--- src/hdl/chme_pkg.sv ---
// Shared types and constants of the chained hash map engine.
package chme_pkg;

    localparam int KEY_W = 32;
    localparam int VAL_W = 32;
    localparam int OP_W  = 2;
    localparam int ST_W  = 3;
    localparam int CNT_W = 9;
    localparam int CFG_W = 7;
    localparam int REM_W = CFG_W + 1;

    typedef enum logic [OP_W-1:0] {
        OP_INSERT = 2'd0,
        OP_LOOKUP = 2'd1,
        OP_REMOVE = 2'd2,
        OP_NOP    = 2'd3
    } t_op;

    typedef enum logic [ST_W-1:0] {
        ST_INSERTED = 3'd0,
        ST_UPDATED  = 3'd1,
        ST_FOUND    = 3'd2,
        ST_ABSENT   = 3'd3,
        ST_FULL     = 3'd4
    } t_status;

    // controller to datapath
    typedef struct packed {
        logic clear;
        logic load;
        logic div;
        logic head_take;
        logic node_cmp;
        logic act;
        logic alloc;
    } t_cmd;

    // datapath to controller
    typedef struct packed {
        logic clear_last;
        logic div_last;
        logic op_nop;
        logic walk_end;
        logic key_match;
        logic alloc_go;
    } t_sts;

endpackage

--- src/hdl/chme_ctrl.sv ---
// Request sequencer of the hash map engine.
module chme_ctrl (
    input  logic           i_clk,
    input  logic           i_rst_n,
    input  logic           i_start,
    input  chme_pkg::t_sts i_sts,
    output chme_pkg::t_cmd o_cmd,
    output logic           o_busy,
    output logic           o_done
);
    import chme_pkg::*;

    typedef enum logic [9:0] {
        S_CLEAR     = 10'b0000000001,
        S_IDLE      = 10'b0000000010,
        S_DIV       = 10'b0000000100,
        S_HEAD_RD   = 10'b0000001000,
        S_HEAD_TAKE = 10'b0000010000,
        S_WALK      = 10'b0000100000,
        S_CMP       = 10'b0001000000,
        S_ACT       = 10'b0010000000,
        S_ALLOC     = 10'b0100000000,
        S_DONE      = 10'b1000000000
    } t_state;

    t_state r_state;
    t_state n_state;

    always_comb begin
        n_state = r_state;
        o_cmd   = '0;
        case (r_state)
            S_CLEAR: begin
                o_cmd.clear = 1'b1;
                if (i_sts.clear_last) n_state = S_IDLE;
            end
            S_IDLE: begin
                if (i_start) begin
                    o_cmd.load = 1'b1;
                    n_state    = S_DIV;
                end
            end
            S_DIV: begin
                o_cmd.div = 1'b1;
                if (i_sts.div_last) n_state = i_sts.op_nop ? S_DONE : S_HEAD_RD;
            end
            S_HEAD_RD: n_state = S_HEAD_TAKE;
            S_HEAD_TAKE: begin
                o_cmd.head_take = 1'b1;
                n_state         = S_WALK;
            end
            S_WALK: n_state = i_sts.walk_end ? S_ACT : S_CMP;
            S_CMP: begin
                o_cmd.node_cmp = 1'b1;
                n_state        = i_sts.key_match ? S_ACT : S_WALK;
            end
            S_ACT: begin
                o_cmd.act = 1'b1;
                n_state   = i_sts.alloc_go ? S_ALLOC : S_DONE;
            end
            S_ALLOC: begin
                o_cmd.alloc = 1'b1;
                n_state     = S_DONE;
            end
            S_DONE: n_state = S_IDLE;
            default: n_state = S_CLEAR;
        endcase
    end

    always_ff @(posedge i_clk) begin
        if (!i_rst_n) begin
            r_state <= S_CLEAR;
        end else begin
            r_state <= n_state;
        end
    end

    assign o_busy = (r_state != S_IDLE);
    assign o_done = (r_state == S_DONE);

`ifndef ASSERT_OFF
    a_done_pulse: assert property (@(posedge i_clk) disable iff (!i_rst_n)
        o_done |=> !o_done) else $error("done held longer than one cycle");
    a_start_busy: assert property (@(posedge i_clk) disable iff (!i_rst_n)
        (i_start && !o_busy) |=> o_busy) else $error("accepted request not started");
    a_alloc_after_act: assert property (@(posedge i_clk) disable iff (!i_rst_n)
        o_cmd.alloc |-> $past(o_cmd.act)) else $error("alloc without act");
`endif
endmodule

--- config.mk ---
export PLATFORM = sky130hd
export DESIGN_NAME = chme_ctrl
export DESIGN_NICKNAME = d
export VERILOG_FILES = /design/src/hdl/chme_pkg.sv /design/src/hdl/chme_ctrl.sv
export SDC_FILE = /design/constraint.sdc
export NUM_CORES = 1
export LEC_CHECK = 0
export BUFFER_PORTS_ARGS = -buffer_cell sky130_fd_sc_hd__buf_2
export CORE_ASPECT_RATIO = 1.2
export CORE_MARGIN = 2
export CORE_UTILIZATION = 40
export CTS_CLUSTER_DIAMETER = 100
export DETAILED_ROUTE_END_ITERATION = 12
export GPL_TIMING_DRIVEN = 0
export PLACE_DENSITY_LB_ADDON = 0.12
export SYNTH_ARGS = -nofsm -noshare
export SYNTH_HDL_FRONTEND = slang
export SYNTH_SLANG_ARGS = --single-unit
--- constraint.sdc ---
create_clock -name i_clk -period 2.65 [get_ports i_clk]
set_input_delay 0.265 -clock i_clk [delete_from_list [all_inputs] [get_ports i_clk]]
set_output_delay 0.265 -clock i_clk [all_outputs]
set_load 0.05 [all_outputs]
## Word-level counts from Yosys, hierarchy flattened

Cells that the tools add are included.

| word-level totals | value |
|---|---|
| flip-flop bits (word level) | 10 |
| bits of input ports | 9 |
| output and inout bits | 9 |
| logic and storage cells | 32 |

| cells by class | value |
|---|---|
| equality and inequality tests | 14 |
| mux-type cells | 16 |
| reductions and logical operators | 1 |

Operator list:

| kind | count |
|---|---|
| $pmux W10 S10 | 1 |
| $mux W10 | 5 |
| $mux W8 | 2 |
| $eq A10 B1 Y1 const B | 1 |
| $eq A10 B10 Y1 const B | 1 |
| $eq A10 B2 Y1 const B | 1 |
| $eq A10 B3 Y1 const B | 1 |
| $eq A10 B4 Y1 const B | 1 |
| $eq A10 B5 Y1 const B | 1 |
| $eq A10 B6 Y1 const B | 1 |
| $eq A10 B7 Y1 const B | 1 |
| $eq A10 B8 Y1 const B | 1 |
| $eq A10 B9 Y1 const B | 1 |
| $ne A10 B2 Y1 const B | 1 |
| $mux W1 | 8 |
| $ne A2 B2 Y1 const B | 3 |
| $reduce_and A3 Y1 | 1 |

## Logic depth before layout (Yosys ltp)

| logic depth | value |
|---|---|
| depth in word-level cells | 3 |
| gate-level depth with buffers | 5 |
| mapped depth without buffers | 4 |

## Least setup slack after synthesis

No wires, ideal clock.

| timing path | value |
|---|---|
| path kind | reg2out |
| start | register r_state[4] |
| end | output o_cmd[5] in the netlist's numbering |
| data arrival time | 2336 ps |
| path slack | 49 ps |
| stages on the path, launching flop included | 4 |
| buffers on the path | 0 |
| path through | dfxtp_1 > nor4_4 > nand4_1 > nor2_1 |

RTL lines:

| item | line | RTL |
|---|---|---|
| start, declared | chme_ctrl.sv:26 | `t_state r_state;` |
| start signal, assigned | chme_ctrl.sv:74 | `r_state <= n_state;` |
| end, declared | chme_ctrl.sv:7 | `output chme_pkg::t_cmd o_cmd,` |

==> impl_metrics.tcl <==
set metrics [dict create \
    cts_setup_buffers 0 \
    grt_util_all_layers_pct 19.43 \
    multi_input_area_sq_um 421.7 \
    clockBufferDepth 2 \
    synth_warnings 0 \
    synth_cells 79 \
    fin_crit_ns 2.229 \
    drive_above_1_share_pct 28.00 \
    dr.pass1.iters 4 \
    startpoint_type "register" \
    final_cell_mix "buf_2, nor2_1, dfxtp_1" \
    finalNetCount 110 \
    drt-initial-drc-count 8 \
    largest-register "r_state" \
    slowest_delay_ns 0.55 \
    critical-path-slowest-cell "or4_4" \
    die_area_sq_mm 0.001977 \
    synth-adder-area-share_pct 0 \
    largest_reg_flops 10 \
    finClkSkew_ns 0.007800 \
    fp.coreArea_sq_mm 0.001582 \
    yosysUniqueCellTypes 35 \
    synth_area_leader_cell "dfxtp_1" \
    fin_area_sq_um 798.3 \
    final_common_cell "buf_2" \
    holdWs_ns 0.1655 \
    cts.hold.buffers_added 0 \
    grt_max_degree 11 \
    row_count 16 \
    switching_power_uw 145.5 \
    hp-class "input pin to register" \
    synth_mux_area_share_pct 0 \
    wl_mm 1.547 \
    io_pins 18 \
    cap_violations 0 \
    syn_avg_cell_area_sq_um 8.283 \
    overflow 0 \
    cts_made_buffers 3 \
    comb_power_share_pct 30.0 \
    top_regs "r_state: 10 flops" \
    synth.net_count 88 \
    antenna_cells 0 \
    vias 662 \
    tightest_slew_ns 0.5449 \
    seq_area_sq_um 200.2 \
    cts_sinks 10 \
    placed_cell_area_sq_um 762.0 \
    rsz0062_at_grt "false" \
    fmax_mhz 448.7 \
    cts_root_buffer "clkbuf_4" \
    avgRoutedWirePerCell_microns 13.11 \
    cts-resized-gates 0 \
    end_kind "output pin" \
    first_global_vias 632 \
    hold_viol_final 0 \
    sw_frac_of_total_pct 33.46 \
    p_per_area_mw_per_mm2 544.7 \
    insertion_delay_ns 0.28 \
    die_w_microns 40.92 \
    dp_hpwl_mm 1.224 \
    gp_congestion 0.7074 \
    maxSlewViolCount 0 \
    setup_viol 0 \
    peakVddDrop_mv 0.2407 \
    yosysSeqAreaShare_pct 30.59 \
    synth_area_leaders "dfxtp_1, nand4_1, nor2_1, nor2b_1, inv_1" \
    via_per_inst 5.610 \
    clockPowerShare_pct 32.7 \
    synth_xor_area_share_pct 4.015 \
    crit_path_max_fanout 9 \
    synth-simple-area-share_pct 44.17 \
    area_growth_pct 21.99 \
    drc 0 \
    synth_top_family_by_area "simple AND/OR/NAND/NOR gates" \
    grt_pass1_wl_mm 2.697 \
    tns_ns 0 \
    p_int_uw 289.3 \
    critPathKind "register to output pin" \
    port_buffers 17 \
    timing.critical_path.arrival_ns 1.96 \
    die_h_microns 48.31 \
    cts_tree "yes" \
    nFillCells 162 \
    path_cells "or4_4 > nor3_4 > and3_2 > buf_2" \
    p_seq_share_pct 37.3 \
    clk_pin_slew_ns 0.07 \
    synth-compound-area-share_pct 16.25 \
    p_leak_uw 0.0003756 \
    start_util_pct 41.38 \
    status "finished clean" \
    max-slew-margin-rel_pct 63.40 \
    netlist.area_leader.share_pct 30.59 \
    antenna_found_initial 0 \
    ys_seq_elements 10 \
    h-tree-depth 1 \
    syn_area_sq_um 654.4 \
    cp.required_ns 2.38 \
    drtAntennaViolNets 0 \
    period_share_pct 84.10 \
]
layer usage:
| metal | part of all wire (%) | routed length, microns | up-vias | GRT usage (%) |
|---|---|---|---|---|
| li1 | - | - | 341 | - |
| met1 | 43 | 672 | 301 | 25.66 |
| met2 | 49 | 762 | 15 | 29.17 |
| met3 | 4.6 | 71 | 5 | 2.752 |
| met4 | 2.6 | 40 | 0 | 10.00 |
| met5 | 0 | 0 | - | 0 |
final cells by class:
class	count	area share, %
clock buffers	4	4.545
well taps	18	2.821
plain buffers	2	1.254
inverters	6	2.821
repair buffers	17	10.66
flip-flops and latches	10	25.08
multi-input cells	61	52.82
power groups by stage:
stage / Sequential [uW] / Combinational (uW) / Clock, uW
final: 162 / 130 / 142
after global routing: 163 / 143 / 157
after CTS: 162 / 130 / 145
after detailed placement: 166 / 130 / 0
after global placement: 166 / 130 / 0
after floorplan: 164 / 101 / 0
cells by family (layout without fill, tap and decap cells):
family / Yosys count / count (layout)
AO/OA/AOI/OAI: 14 / 14
XOR/XNOR: 3 / 3
buffers and inverters: 8 / 29
flip-flops: 10 / 10
AND/OR/NAND/NOR: 44 / 44
synth_stat cells:
master,number
a2bb2oi_1,1
nor3_4,1
nor2b_1,5
nor4_4,1
nor3_1,2
o21ai_1,2
o21a_1,1
a31o_1,1
o221ai_2,1
nor2_1,10
o22a_1,1
nand4b_1,1
nor4_1,3
and3b_1,1
a31oi_1,1
and2_1,1
nand4_1,6
a22oi_1,1
a22o_1,1
nand3_1,4
nor3b_1,1
xnor2_1,2
and3_2,1
or4_4,1
inv_1,6
and4b_1,1
xor2_1,1
buf_2,2
and3_1,3
dfxtp_1,10
nor4b_1,2
o21ai_0,1
o211ai_1,1
a21oi_1,1
o31ai_1,1
per-stage QoR:
step / utilization (%) / setup slack (ns) / cells / power, uW
5_1_grt: 50.47 / 0.3075 / 118 / 463.6
2_1_floorplan: - / 0.04897 / 79 / 265.2
3_3_place_gp: 48.18 / 0.7159 / 114 / 295.5
6_report: 50.47 / 0.4214 / 118 / 434.8
4_1_cts: 50.47 / 0.4242 / 118 / 437.7
3_5_place_dp: 48.18 / 0.7228 / 114 / 295.7
worst max-delay path, delay by kind of cell (launching register included):
kind / cells / cell delay [ns]
flops: 1 / 0.36
simple gates: 3 / 1.06
buf+inv: 1 / 0.25
final timing paths:
path	start	endpoint	slack [ns]	cells after the start
hold reg to reg	r_state[3]	r_state[4]	0.51	2
setup / recovery	r_state[1]	o_cmd[2]	0.42	4
hold / removal	i_sts[3]	r_state[3]	0.17	2
setup reg to reg	r_state[4]	r_state[4]	0.86	4
(Power assumes the default switching activity.)
